`config.mk`:
```
export PLATFORM = sky130hd
export DESIGN_NAME = fir_lowpass_25tap_top
export DESIGN_NICKNAME = d
export VERILOG_FILES = /design/src/rtl/flp25_pkg.sv /design/src/rtl/fir_lowpass_25tap_top.sv
export VERILOG_INCLUDE_DIRS = /design/src /design/src/rtl
export SDC_FILE = /design/constraint.sdc
export NUM_CORES = 1
export LEC_CHECK = 0
export BUFFER_PORTS_ARGS = -buffer_cell sky130_fd_sc_hd__buf_2
export CORE_ASPECT_RATIO = 0.7
export CORE_MARGIN = 3
export CORE_UTILIZATION = 55
export CTS_CLUSTER_SIZE = 25
export DETAILED_ROUTE_END_ITERATION = 8
export PLACE_DENSITY_LB_ADDON = 0.08
export SETUP_SLACK_MARGIN = 0.3
export SLEW_MARGIN = 20
export SYNTH_ARGS = -nofsm -noshare
export SYNTH_HDL_FRONTEND = slang
export SYNTH_SLANG_ARGS = --single-unit
```
`constraint.sdc`:
```
create_clock -name clk -period 10.33 [get_ports clk]
set_input_delay 2.066 -clock clk [delete_from_list [all_inputs] [get_ports clk]]
set_output_delay 2.066 -clock clk [all_outputs]
set_load 0.05 [all_outputs]
```
`src/rtl/fir_lowpass_25tap_top_assert.svh`:
```
// Assertion macros shared by the filter RTL.
`ifndef FIR_LOWPASS_25TAP_TOP_ASSERT_SVH
`define FIR_LOWPASS_25TAP_TOP_ASSERT_SVH

// Check that the consequent holds in the same cycle as the antecedent.
`define FLP_ASSERT_IMP(lbl, ante, cons, msg) \
  lbl: assert property (@(posedge clk) disable iff (!rst_n) (ante) |-> (cons)) \
    else $error(msg);

// Check that the consequent holds in the cycle after the antecedent.
`define FLP_ASSERT_NXT(lbl, ante, cons, msg) \
  lbl: assert property (@(posedge clk) disable iff (!rst_n) (ante) |=> (cons)) \
    else $error(msg);

`endif

```
`src/rtl/flp25_pkg.sv`:
```
// Package for the 25-tap low-pass filter: defaults, coefficient ROM and sequencer states.
package flp25_pkg;

  localparam int TAP_COUNT_DEF   = 25;
  localparam int SAMPLE_BITS_DEF = 16;
  localparam int COEF_BITS_DEF   = 16;
  localparam int ROM_TAPS        = 25;

  // Q1.15 taps, symmetric about the centre tap
  localparam logic signed [15:0] COEF_Q15 [ROM_TAPS] = '{
    -16'sd66, 16'sd53, 16'sd0, -16'sd147, 16'sd385, -16'sd598, 16'sd553, 16'sd0,
    -16'sd1183, 16'sd2867, -16'sd4664, 16'sd6048, 16'sd26270,
    16'sd6048, -16'sd4664, 16'sd2867, -16'sd1183, 16'sd0, 16'sd553, -16'sd598,
    16'sd385, -16'sd147, 16'sd0, 16'sd53, -16'sd66
  };

  typedef enum logic [2:0] {
    ST_IDLE,
    ST_MAC,
    ST_FLUSH,
    ST_ROUND,
    ST_SAT
  } state_t;

  // Tap k rescaled to Q1.(coef_bits-1); taps past the stored set are zero.
  // Narrower formats round half up.
  function automatic int coef_at(logic [5:0] k, int coef_bits);
    int c;
    c = 0;
    if (k < 6'(ROM_TAPS)) begin
      c = int'(COEF_Q15[k[4:0]]);
    end
    if (coef_bits >= 16) begin
      return c <<< (coef_bits - 16);
    end
    return (c + (1 <<< (15 - coef_bits))) >>> (16 - coef_bits);
  endfunction

endpackage

```
`src/rtl/fir_lowpass_25tap_top.sv`:
```
// Direct-form FIR low-pass filter with one shared multiply-accumulate unit.
//
//  Channel | Ports                                 | Direction | Beat
//  --------+---------------------------------------+-----------+-----------------------------
//  in      | in_valid, in_ready, in_sample         | input     | one signed sample
//  out     | out_valid, out_ready, out_filtered,   | output    | one filtered sample + clip
//          | out_saturated                         |           | flag
//
//  A sample passes through these steps from accept to result: the accept
//  cycle, one multiply per tap through the single multiplier, a flush step to
//  add the last product, a round step and a saturate step.
//  in_ready is high only while the sequencer is idle; a finished result waits in
//  the output register, and the next sample may be taken meanwhile.
//  The saturate step holds while an earlier result is still unclaimed.
//  Synchronous active-low reset clears the delay line, sequencer and out_valid.
module fir_lowpass_25tap_top #(
  parameter int TAP_COUNT   = flp25_pkg::TAP_COUNT_DEF,
  parameter int SAMPLE_BITS = flp25_pkg::SAMPLE_BITS_DEF,
  parameter int COEF_BITS   = flp25_pkg::COEF_BITS_DEF
) (
  input  logic                          clk,
  input  logic                          rst_n,
  input  logic                          in_valid,
  output logic                          in_ready,
  input  logic signed [SAMPLE_BITS-1:0] in_sample,
  output logic                          out_valid,
  input  logic                          out_ready,
  output logic signed [SAMPLE_BITS-1:0] out_filtered,
  output logic                          out_saturated
);

  `include "fir_lowpass_25tap_top_assert.svh"

  localparam int CNT_W  = (TAP_COUNT > 1) ? $clog2(TAP_COUNT) : 1;
  localparam int PROD_W = SAMPLE_BITS + COEF_BITS;
  localparam int ACC_W  = PROD_W + CNT_W + 1;
  localparam int FRAC   = COEF_BITS - 1;

  localparam logic signed [ACC_W-1:0] HALF  = ACC_W'(1) <<< (FRAC - 1);
  localparam logic signed [ACC_W-1:0] Y_MAX = (ACC_W'(1) <<< (SAMPLE_BITS - 1)) - ACC_W'(1);
  localparam logic signed [ACC_W-1:0] Y_MIN = -(ACC_W'(1) <<< (SAMPLE_BITS - 1));

  flp25_pkg::state_t state_r, state_nxt;

  // Window of the newest TAP_COUNT samples, entry 0 newest. During the MAC
  // pass it rotates once per tap so the multiplier always reads the last entry.
  logic signed [SAMPLE_BITS-1:0] line_r [TAP_COUNT];

  logic [CNT_W-1:0]         cnt_r;
  logic signed [PROD_W-1:0] prod_r;
  logic                     pvld_r;
  logic signed [ACC_W-1:0]  acc_r;
  logic                     out_valid_r;
  logic signed [SAMPLE_BITS-1:0] filt_r;
  logic                     sat_r;

  logic                      accept;
  logic                      mac_en;
  logic                      rnd_en;
  logic                      sat_en;
  logic signed [COEF_BITS-1:0] coef;
  logic signed [PROD_W-1:0]  prod_nxt;
  logic                      y_hi;
  logic                      y_lo;

  assign accept = in_valid && in_ready;

  // Next state.
  always_comb begin
    state_nxt = state_r;
    unique case (state_r)
      flp25_pkg::ST_IDLE: begin
        if (in_valid) state_nxt = flp25_pkg::ST_MAC;
      end
      flp25_pkg::ST_MAC: begin
        if (cnt_r == '0) state_nxt = flp25_pkg::ST_FLUSH;
      end
      flp25_pkg::ST_FLUSH: state_nxt = flp25_pkg::ST_ROUND;
      flp25_pkg::ST_ROUND: state_nxt = flp25_pkg::ST_SAT;
      flp25_pkg::ST_SAT: begin
        if (!out_valid_r || out_ready) state_nxt = flp25_pkg::ST_IDLE;
      end
      default: state_nxt = flp25_pkg::ST_IDLE;
    endcase
  end

  // Sequencer outputs.
  always_comb begin
    in_ready = 1'b0;
    mac_en   = 1'b0;
    rnd_en   = 1'b0;
    sat_en   = 1'b0;
    unique case (state_r)
      flp25_pkg::ST_IDLE:  in_ready = 1'b1;
      flp25_pkg::ST_MAC:   mac_en   = 1'b1;
      flp25_pkg::ST_FLUSH: ;
      flp25_pkg::ST_ROUND: rnd_en   = 1'b1;
      flp25_pkg::ST_SAT:   sat_en   = !out_valid_r || out_ready;
      default: ;
    endcase
  end

  // Shared multiplier: current tap coefficient times the last window entry.
  assign coef     = COEF_BITS'(flp25_pkg::coef_at(6'(cnt_r), COEF_BITS));
  assign prod_nxt = PROD_W'(line_r[TAP_COUNT-1]) * PROD_W'(coef);

  // Clip detection on the rounded sum held in acc_r.
  assign y_hi = acc_r > Y_MAX;
  assign y_lo = acc_r < Y_MIN;

  always_ff @(posedge clk) begin
    if (!rst_n) begin
      state_r     <= flp25_pkg::ST_IDLE;
      pvld_r      <= 1'b0;
      out_valid_r <= 1'b0;
      cnt_r       <= '0;
      for (int i = 0; i < TAP_COUNT; i++) begin
        line_r[i] <= '0;
      end
    end else begin
      state_r <= state_nxt;
      pvld_r  <= mac_en;

      // Shift the new sample in, or rotate the window one tap per MAC cycle.
      if (accept) begin
        line_r[0] <= in_sample;
        for (int i = 1; i < TAP_COUNT; i++) begin
          line_r[i] <= line_r[i-1];
        end
        cnt_r <= CNT_W'(TAP_COUNT - 1);
      end else if (mac_en) begin
        line_r[0] <= line_r[TAP_COUNT-1];
        for (int i = 1; i < TAP_COUNT; i++) begin
          line_r[i] <= line_r[i-1];
        end
        cnt_r <= cnt_r - CNT_W'(1);
      end

      // Load a fresh result, or drop the held one once it is taken.
      if (sat_en) begin
        out_valid_r <= 1'b1;
      end else if (out_ready) begin
        out_valid_r <= 1'b0;
      end
    end
  end

  // Datapath registers, no reset.
  always_ff @(posedge clk) begin
    prod_r <= prod_nxt;
    priority if (accept) begin
      acc_r <= '0;
    end else if (pvld_r) begin
      acc_r <= acc_r + ACC_W'(prod_r);
    end else if (rnd_en) begin
      acc_r <= (acc_r + HALF) >>> FRAC;
    end else begin
      acc_r <= acc_r;
    end
    if (sat_en) begin
      priority if (y_hi) begin
        filt_r <= Y_MAX[SAMPLE_BITS-1:0];
      end else if (y_lo) begin
        filt_r <= Y_MIN[SAMPLE_BITS-1:0];
      end else begin
        filt_r <= acc_r[SAMPLE_BITS-1:0];
      end
      sat_r <= y_hi || y_lo;
    end
  end

  assign out_valid     = out_valid_r;
  assign out_filtered  = filt_r;
  assign out_saturated = sat_r;

  `FLP_ASSERT_NXT(a_accept_starts_mac, accept,
    (state_r == flp25_pkg::ST_MAC) && (cnt_r == CNT_W'(TAP_COUNT - 1)),
    "accepted sample did not start a full MAC pass")
  `FLP_ASSERT_NXT(a_mac_ends, (state_r == flp25_pkg::ST_MAC) && (cnt_r == '0),
    (state_r == flp25_pkg::ST_FLUSH) && pvld_r,
    "MAC pass did not end in the flush step")
  `FLP_ASSERT_NXT(a_sat_loads, sat_en,
    out_valid_r && (state_r == flp25_pkg::ST_IDLE),
    "saturate step did not present a result")
  `FLP_ASSERT_IMP(a_clip_value, out_valid_r && sat_r,
    (filt_r == Y_MAX[SAMPLE_BITS-1:0]) || (filt_r == Y_MIN[SAMPLE_BITS-1:0]),
    "clip flag set on an unclipped value")

endmodule
```
==> impl_metrics.csv, run 1 <==
group,metric,value,unit
routing,drt_first_pass_iters,5,
placement,placedCellCount,3375,
worst_setup_path,critPathRequiredTime,10.80,ns
sta,hold_viol,0,
worst_setup_path,rr_endpoint,"prod_r[31]$_DFF_P_",
finish,syn_to_final_growth,7.62,%
synthesis,synth_edf_count,417,
sta,slew_violations,0,
synthesis,yosysSeqAreaShare,45.8,%
synthesis,ys_seq_elements,497,
clocking,cts.clk_slew.worst_paths,0.06,ns
min_path,hp-class,"reg2reg",
clocking,insertion_delay,0.61,ns
floorplan,die-area,59000,sq um
worst_setup_path,crit_path_end_kind,"flop",
floorplan,io_pins,39,
placement,place_hpwl,45700,um
finish,antenna_cells,0,
synthesis,yosys_warnings,0,
sta,relSlewSlack,28.3,%
sta,setup-violations-final,0,
floorplan,core-area,54500,sq um
synthesis,syn-instance-count,2723,
worst_setup_path,worstRegToRegCells,27,
clocking,cts_sinks,497,
finish,final_common_cell,"edfxtp_1",
synthesis,synth_nets,3131,
worst_setup_path,crit_path_start_kind,"flop",
routing,drt-vias-per-instance,5.58,
run,cap_viol_max_count,0,
synthesis,synth.avg_cell_area,11.3,sq um
status,status,"finished clean",
floorplan,initial_core_util,56.6,%
worst_setup_path,cp.arrival,8.73,ns
routing,drtIter0Drc,1550,
clocking,holdBufCountCts,0,
clocking,cts_tree,"yes",
clocking,postCtsSetupBuffers,0,
sta,clock_skew,0.0345,ns
grt,track_usage,22.7,%
worst_setup_path,worstSetupPathType,"reg2reg",
sta,period_share,80.0,%
grt,grt_overflow,0,
clocking,cts.repair.resized,0,
synthesis,synth_area,30900,sq um
worst_setup_path,critical_path.startpoint,"cnt_r[2]$_SDFFE_PP0P_",
clocking,numCtsBuffers,47,
synthesis,async_reset_ff_share,0,%
routing,wl_per_cell,18.6,um
sta,worst_pin_slew,1.07,ns
routing,final_antenna_net_count,0,
floorplan,num_rows,71,
placement,io_buffers,38,
synthesis,ys.flop_type,"edfxtp_1",
routing,drc,0,
finish,stdcell_count,3460,
finish,drive_above_1_share,5.71,%
floorplan,die_h,204,um
synthesis,synth_cell_types,68,
grt,grt_pass1_vias,19200,
clocking,cts-root-buf,"clkbuf_16",
finish,layout_common_cells,"edfxtp_1 (417), inv_1 (345), and3_1 (280), fa_1 (261), and2_1 (242)",
grt,antenna_found_initial,2,
finish,fillCellCount,4427,
grt,grt_max_degree,125,
placement,gp_congestion,0.913,
sta,max_freq,0.121,GHz
routing,drt-total-wl,64500,um
sta,rsz0062_at_grt,"no",
finish,final_nets,3103,
sta,setup_total_negative_slack,0,ns
floorplan,die_w,289,um
worst_setup_path,worstPathMaxFanout,25,
grt,grt_pass1_wl,106000,um
worst_setup_path,r2r_slack,2.07,ns
clocking,cts.htree.levels,2,
sta,min_period,8.26,ns
worst_setup_path,rr_startpoint,"cnt_r[2]$_SDFFE_PP0P_",
worst_setup_path,endpoint,"prod_r[31]$_DFF_P_",
clocking,clockBufferDepth,3,
routing,num_vias,19300,
==> synthesized netlist by cell type (16+ instances only) <==
cell / n / area (sq um)
o21a_1: 18 / 135
nand2b_1: 18 / 113
ha_1: 127 / 1590
a22o_1: 16 / 140
a21oi_1: 81 / 405
and3_1: 280 / 1750
xnor2_1: 49 / 429
o21ai_0: 75 / 375
nor2_1: 105 / 394
xor2_1: 39 / 342
a211oi_1: 32 / 240
edfxtp_1: 417 / 12500
dfxtp_1: 80 / 1600
and2_1: 242 / 1510
fa_1: 261 / 5230
nand3_1: 30 / 150
clkbuf_1: 133 / 499
nand2_1: 160 / 601
nor2b_1: 24 / 150
inv_1: 345 / 1290
nor3_1: 21 / 105
a21o_1: 37 / 278
==> critical path, cell delays in order (launching register included) <==
cell      delay [ns]
dfxtp_1         0.59
or2_2           0.47
nor2_1          0.39
nand2_1         0.15
o21a_1          0.14
a21oi_1         0.13
buf_4           0.25
nand2_1         0.13
inv_1           0.18
fa_1            0.43
inv_1           0.27
fa_1            0.49
inv_1           0.36
fa_1            0.49
fa_1            0.49
fa_1            0.55
inv_1           0.06
fa_1            0.53
inv_1           0.04
ha_1            0.36
nand3_1         0.13
or4_1           0.49
a211oi_1        0.28
nor3_1          0.16
o21ai_0         0.28
o21ai_0         0.12
nand2b_1        0.10
xnor2_1         0.07
==> how the worst min path moves through the flow <==
stage | slack (ns) | endpoint | cells past startpoint | startpoint
finish | 0.50 | line_r[1][123]$_DFFE_PP_ | 1 | line_r[1][107]$_DFFE_PP_
global route | 0.52 | line_r[1][123]$_DFFE_PP_ | 1 | line_r[1][107]$_DFFE_PP_
CTS | 0.51 | line_r[1][123]$_DFFE_PP_ | 1 | line_r[1][107]$_DFFE_PP_
detailed placement | 0.51 | line_r[1][36]$_DFFE_PP_ | 1 | line_r[1][20]$_DFFE_PP_
global placement | 0.51 | line_r[1][55]$_DFFE_PP_ | 1 | line_r[1][39]$_DFFE_PP_
floorplan | 0.50 | acc_r[37]$_SDFFE_PP0P_ | 2 | acc_r[37]$_SDFFE_PP0P_
==> state kept, by name, summed over array words and instances, names as in the netlist <==
register,flops
line_r,400
acc_r,38
prod_r,32
out_filtered,16
cnt_r,5
state_r,3
out_saturated,1
out_valid,1
pvld_r,1
==> through the flow <==
step,setup slack (ns),instance area (sq um),hold slack (ns),utilization (%)
after floorplan,1.41,30900,0.500,-
after global placement,2.31,31700,0.508,58.1
after detailed placement,2.16,31700,0.510,58.1
after CTS,2.11,33200,0.511,60.8
after global routing,1.45,33200,0.523,60.9
final,2.07,33200,0.500,60.9
==> logic make-up (layout without fill, tap and decap cells) <==
logic type,Yosys count,count (layout),share of synthesized area (%)
buf+inv,489,496,5.99
compound gates,325,325,6.78
simple gates,929,929,16.6
flops,497,497,45.8
xor+xnor,88,88,2.50
fa+ha+maj,388,388,22.1
mux,7,7,0.235
==> per-layer routing <==
| metal | track usage [%] | wire [um] | vias to the layer above |
|---|---|---|---|
| met5 | 0 | 0 | - |
| met4 | 4.62 | 1030 | 0 |
| met3 | 5.47 | 5050 | 81 |
| met2 | 30.8 | 25300 | 554 |
| met1 | 36.9 | 33100 | 9556 |
| li1 | - | - | 9122 |
==> layout make-up <==
class | count | area [sq um] | area share [%]
clock buffer | 60 | 1220 | 3.69
sequential | 497 | 14100 | 42.5
clock inverter | 24 | 279 | 0.840
inverter | 345 | 1290 | 3.90
tap | 730 | 913 | 2.75
multi-input combinational | 1737 | 14900 | 45.0
timing repair buffer | 67 | 437 | 1.32
Power of run 1 is not shown: default switching activity piles up to over one toggle a cycle in this logic, so the estimate is an artifact.
==> run 2, diff against run 1 <==
==> constraint.sdc (replaced) <==
create_clock -name clk -period 7.34 [get_ports clk]
set_input_delay 1.468 -clock clk [delete_from_list [all_inputs] [get_ports clk]]
set_output_delay 1.468 -clock clk [all_outputs]
set_load 0.05 [all_outputs]
==> impl_metrics.csv, run 2 (synthesized netlist as in run 1, its figures left out) <==
group,metric,value,unit
worst_setup_path,cp.arrival,7.46,ns
clocking,clockBufferDepth,3,
worst_setup_path,worstSetupPathType,"reg2reg",
floorplan,num_rows,71,
routing,drt-vias-per-instance,5.58,
floorplan,die-area,59000,sq um
sta,min_period,6.97,ns
floorplan,die_w,289,um
worst_setup_path,slowest_delay,0.58,ns
worst_setup_path,worst-path-buf-inv,7,
sta,max_freq,0.143,GHz
run,cap_viol_max_count,0,
finish,final_nets,3203,
placement,io_buffers,38,
worst_setup_path,critical_path.startpoint,"cnt_r[1]$_SDFFE_PP0P_",
grt,grt_pass1_wl,108000,um
finish,largest_reg_flops,400,
placement,gp_congestion,0.897,
grt,grt_overflow,0,
worst_setup_path,crit_path_start_kind,"flop",
finish,syn_to_final_growth,12.5,%
worst_setup_path,rr_startpoint,"cnt_r[1]$_SDFFE_PP0P_",
clocking,cts_sinks,497,
sta,rsz0062_at_grt,"yes",
routing,final_antenna_net_count,0,
sta,slew_violations,0,
finish,reg.largest.list,"line_r x400, acc_r x38, prod_r x32",
min_path,hp-class,"reg2reg",
status,status,"finished clean",
routing,drc,0,
placement,place_hpwl,46900,um
floorplan,io_pins,39,
min_path,min_from,"line_r[1][58]$_DFFE_PP_",
floorplan,core-area,54500,sq um
sta,clock_skew,0.0632,ns
worst_setup_path,crit_path_end_kind,"flop",
sta,relSlewSlack,30.9,%
grt,grt_pass1_vias,19600,
clocking,cts-root-buf,"clkbuf_16",
routing,num_vias,19900,
grt,track_usage,23.4,%
worst_setup_path,crit_top_cell,"fa_1",
clocking,cts.clk_slew.worst_paths,0.07,ns
floorplan,initial_core_util,56.6,%
sta,hold_viol,0,
floorplan,die_h,204,um
routing,drt_first_pass_iters,5,
finish,final_common_cell,"edfxtp_1",
grt,grt_max_degree,147,
sta,period_share,95.0,%
clocking,cts.htree.levels,2,
routing,drtIter0Drc,2052,
finish,layout_common_cells,"edfxtp_1 (417), inv_1 (331), and3_1 (279), fa_1 (253), and2_1 (241)",
worst_setup_path,crit_family,"adder cells",
sta,setup-violations-final,0,
routing,wl_per_cell,19.1,um
worst_setup_path,critPathRequiredTime,7.83,ns
routing,drt-total-wl,68200,um
worst_setup_path,worstPathMaxFanout,6,
clocking,holdBufCountCts,0,
worst_setup_path,cp_slowest_cell,"fa_1",
grt,antenna_found_initial,1,
clocking,insertion_delay,0.61,ns
clocking,cts_tree,"yes",
finish,drive_above_1_share,12.7,%
sta,hold_slack,0.482,ns
clocking,numCtsBuffers,46,
finish,regMostFlops,"line_r",
sta,worst_pin_slew,1.04,ns
[run 2: metrics by stage]
stage          setup TNS, ns  utilization, %  area, sq um  worst slack [ns]  instances
2_1_floorplan              0               -        30900             0.314       2723
3_3_place_gp         -0.0560            58.7        32000           -0.0560       3412
3_5_place_dp          -0.197            58.7        32000            -0.146       3412
4_1_cts                    0            61.7        33600             0.290       3504
5_1_grt                    0            63.6        34700            0.0962       3562
6_report                   0            63.7        34700             0.365       3563
[run 2: metal layers]
metal,vias to the layer above,wire [um],GRT usage [%]
li1,9328,-,-
met1,9853,34000,37.8
met2,617,27600,32.1
met3,73,5720,5.65
met4,0,947,4.30
met5,-,0,0
[run 2: area by class of cell]
type                            count  area, sq um
Antenna cell                        1         2.50
Clock inverter                     27          323
Inverter                          345         1310
Tap cell                          730          913
Sequential cell                   497        14100
Clock buffer                       58         1200
Timing Repair Buffer              168         1380
Multi-Input combinational cell   1737        15500
Fill cell                        4323        19800
[run 2: repair_timing]
item / in CTS / in global routing
pin swaps: 9 / 67
setup buffers: 7 / 49
resized for setup: 17 / 132
endpoints found under the setup margin: 9 / 13
gates cloned: 0 / 7
[run 2: final timing paths]
kind / end / slack, ns / cells after the start
min: line_r[1][74]$_DFFE_PP_ / 0.48 / 1
min reg2reg: line_r[1][74]$_DFFE_PP_ / 0.48 / 1
max: prod_r[29]$_DFF_P_ / 0.37 / 28
max reg2reg: prod_r[29]$_DFF_P_ / 0.37 / 28
[run 2: worst register-to-register path: cells and delay by family (launching register included)]
family	cells	cell delay, ns
and+or+nand+nor	8	1.32
adders and majority gates	8	3.50
DFF	1	0.37
buffers and inverters	7	0.86
AOI/OAI and AO/OA	5	0.81
Power of run 2 is left out for the same reason.
==> run 3, diff against run 2 <==
==> constraint.sdc (replaced) <==
create_clock -name clk -period 6.9 [get_ports clk]
set_input_delay 1.38 -clock clk [delete_from_list [all_inputs] [get_ports clk]]
set_output_delay 1.38 -clock clk [all_outputs]
set_load 0.05 [all_outputs]
==> impl_metrics.csv, run 3 (synthesized netlist as in run 1, its figures left out) <==
group,metric,value,unit
status,status,"finished clean",
sta,slew_violations,0,
worst_setup_path,cp.arrival,7.30,ns
routing,drc,0,
sta,relSlewSlack,28.1,%
floorplan,io_pins,39,
sta,setup-violations-final,0,
finish,stdcell_count,3620,
clocking,cts-root-buf,"clkbuf_16",
finish,syn_to_final_growth,14.8,%
routing,drt-vias-per-instance,5.55,
worst_setup_path,crit_top_cell,"buf_6",
worst_setup_path,r2r_slack,0.04,ns
worst_setup_path,worstRegToRegCells,29,
worst_setup_path,slowest_delay,0.56,ns
floorplan,num_rows,71,
routing,num_vias,20100,
placement,io_buffers,38,
clocking,cts.clk_slew.worst_paths,0.06,ns
worst_setup_path,crit_path_start_kind,"flop",
clocking,numCtsBuffers,48,
grt,grt_pass1_wl,110000,um
finish,antenna_cells,0,
sta,max_freq,0.146,GHz
clocking,cts_sinks,497,
floorplan,core-area,54500,sq um
clocking,holdBufCountCts,0,
worst_setup_path,crit_path_end_kind,"flop",
routing,wl_per_cell,18.6,um
placement,gp_congestion,0.908,
min_path,min_to,"line_r[1][44]$_DFFE_PP_",
grt,track_usage,23.6,%
finish,largest_reg_flops,400,
clocking,cts_tree,"yes",
routing,drt_first_pass_iters,5,
worst_setup_path,critPathRequiredTime,7.34,ns
floorplan,die_w,289,um
clocking,cts.htree.levels,2,
sta,setup_total_negative_slack,0,ns
sta,worst_pin_slew,1.08,ns
finish,fillCellCount,4228,
finish,regMostFlops,"line_r",
floorplan,initial_core_util,56.6,%
routing,drt-total-wl,67200,um
worst_setup_path,cp_slowest_cell,"fa_2",
finish,drive_above_1_share,16.6,%
routing,final_antenna_net_count,0,
worst_setup_path,rr_startpoint,"cnt_r[1]$_SDFFE_PP0P_",
sta,min_period,6.86,ns
sta,period_share,99.4,%
min_path,hp-class,"reg2reg",
grt,grt_pass1_vias,20100,
placement,placedCellCount,3477,
finish,layout_common_cells,"edfxtp_1 (417), inv_1 (318), and3_1 (278), fa_1 (246), and2_1 (236)",
worst_setup_path,crit_family,"adder cells",
grt,grt_overflow,0,
sta,hold_viol,0,
worst_setup_path,worst-path-buf-inv,10,
worst_setup_path,rr_endpoint,"prod_r[27]$_DFF_P_",
clocking,clockBufferDepth,3,
worst_setup_path,worstSetupPathType,"reg2reg",
run,cap_viol_max_count,0,
sta,rsz0062_at_grt,"yes",
min_path,min_from,"line_r[1][28]$_DFFE_PP_",
worst_setup_path,worstPathMaxFanout,5,
finish,fin_area,35400,sq um
floorplan,die-area,59000,sq um
clocking,insertion_delay,0.61,ns
finish,utilization,64.9,%
routing,drtIter0Drc,1662,
finish,final_nets,3261,
placement,dpl-instance-area,32700,sq um
sta,clock_skew,0.0549,ns
grt,antenna_found_initial,1,
finish,final_common_cell,"edfxtp_1",
floorplan,die_h,204,um
finish,reg.largest.list,"line_r x400, acc_r x38, prod_r x32",
grt,grt_max_degree,150,
placement,place_hpwl,47200,um
min_path,whs_path_depth,1,
[run 3: metrics by stage]
| step | hold slack, ns | setup slack, ns |
|---|---|---|
| floorplan | 0.500 | 0.276 |
| global placement | 0.469 | -0.0961 |
| detailed placement | 0.480 | -0.173 |
| CTS | 0.487 | 0.165 |
| global route | 0.509 | -0.188 |
| finish | 0.491 | 0.0408 |
[run 3: layout make-up]
class                      instances  area, sq um  area share [%]
inverter                         345         1300            3.68
multi-input combinational       1737        15700            44.4
sequential                       497        14100            39.9
clock inverter                    32          343           0.968
timing repair buffer             224         1770            5.01
tap                              730          913            2.58
clock buffer                      55         1230            3.47
[run 3: per-layer routing]
metal  track usage [%]  wire (um)  vias to the layer above
li1                  -          -                     9446
met1              38.3      33400                    10000
met2              32.9      27500                      540
met3              4.97       5480                       70
met4              3.90        835                        0
met5                 0          0                        -
[run 3: what timing repair did]
item                       in CTS  in global routing
gates cloned                    1                  1
setup endpoints to repair      16                 16
pin swaps                      92                 70
gates resized for setup       102                 82
buffers inserted               38                 16
[run 3: how the worst max path moves through the flow]
stage / depth (start not counted) / to / slack, ns / startpoint
2_1_floorplan: 29 / prod_r[31]$_DFF_P_ / 0.28 / cnt_r[0]$_SDFFE_PP0P_
5_1_grt: 30 / prod_r[29]$_DFF_P_ / -0.19 / cnt_r[1]$_SDFFE_PP0P_
3_5_place_dp: 27 / prod_r[30]$_DFF_P_ / -0.17 / cnt_r[1]$_SDFFE_PP0P_
6_report: 29 / prod_r[27]$_DFF_P_ / 0.04 / cnt_r[1]$_SDFFE_PP0P_
4_1_cts: 29 / prod_r[31]$_DFF_P_ / 0.17 / cnt_r[0]$_SDFFE_PP0P_
3_3_place_gp: 26 / prod_r[31]$_DFF_P_ / -0.1 / cnt_r[1]$_SDFFE_PP0P_
Power of run 3 is left out for the same reason.
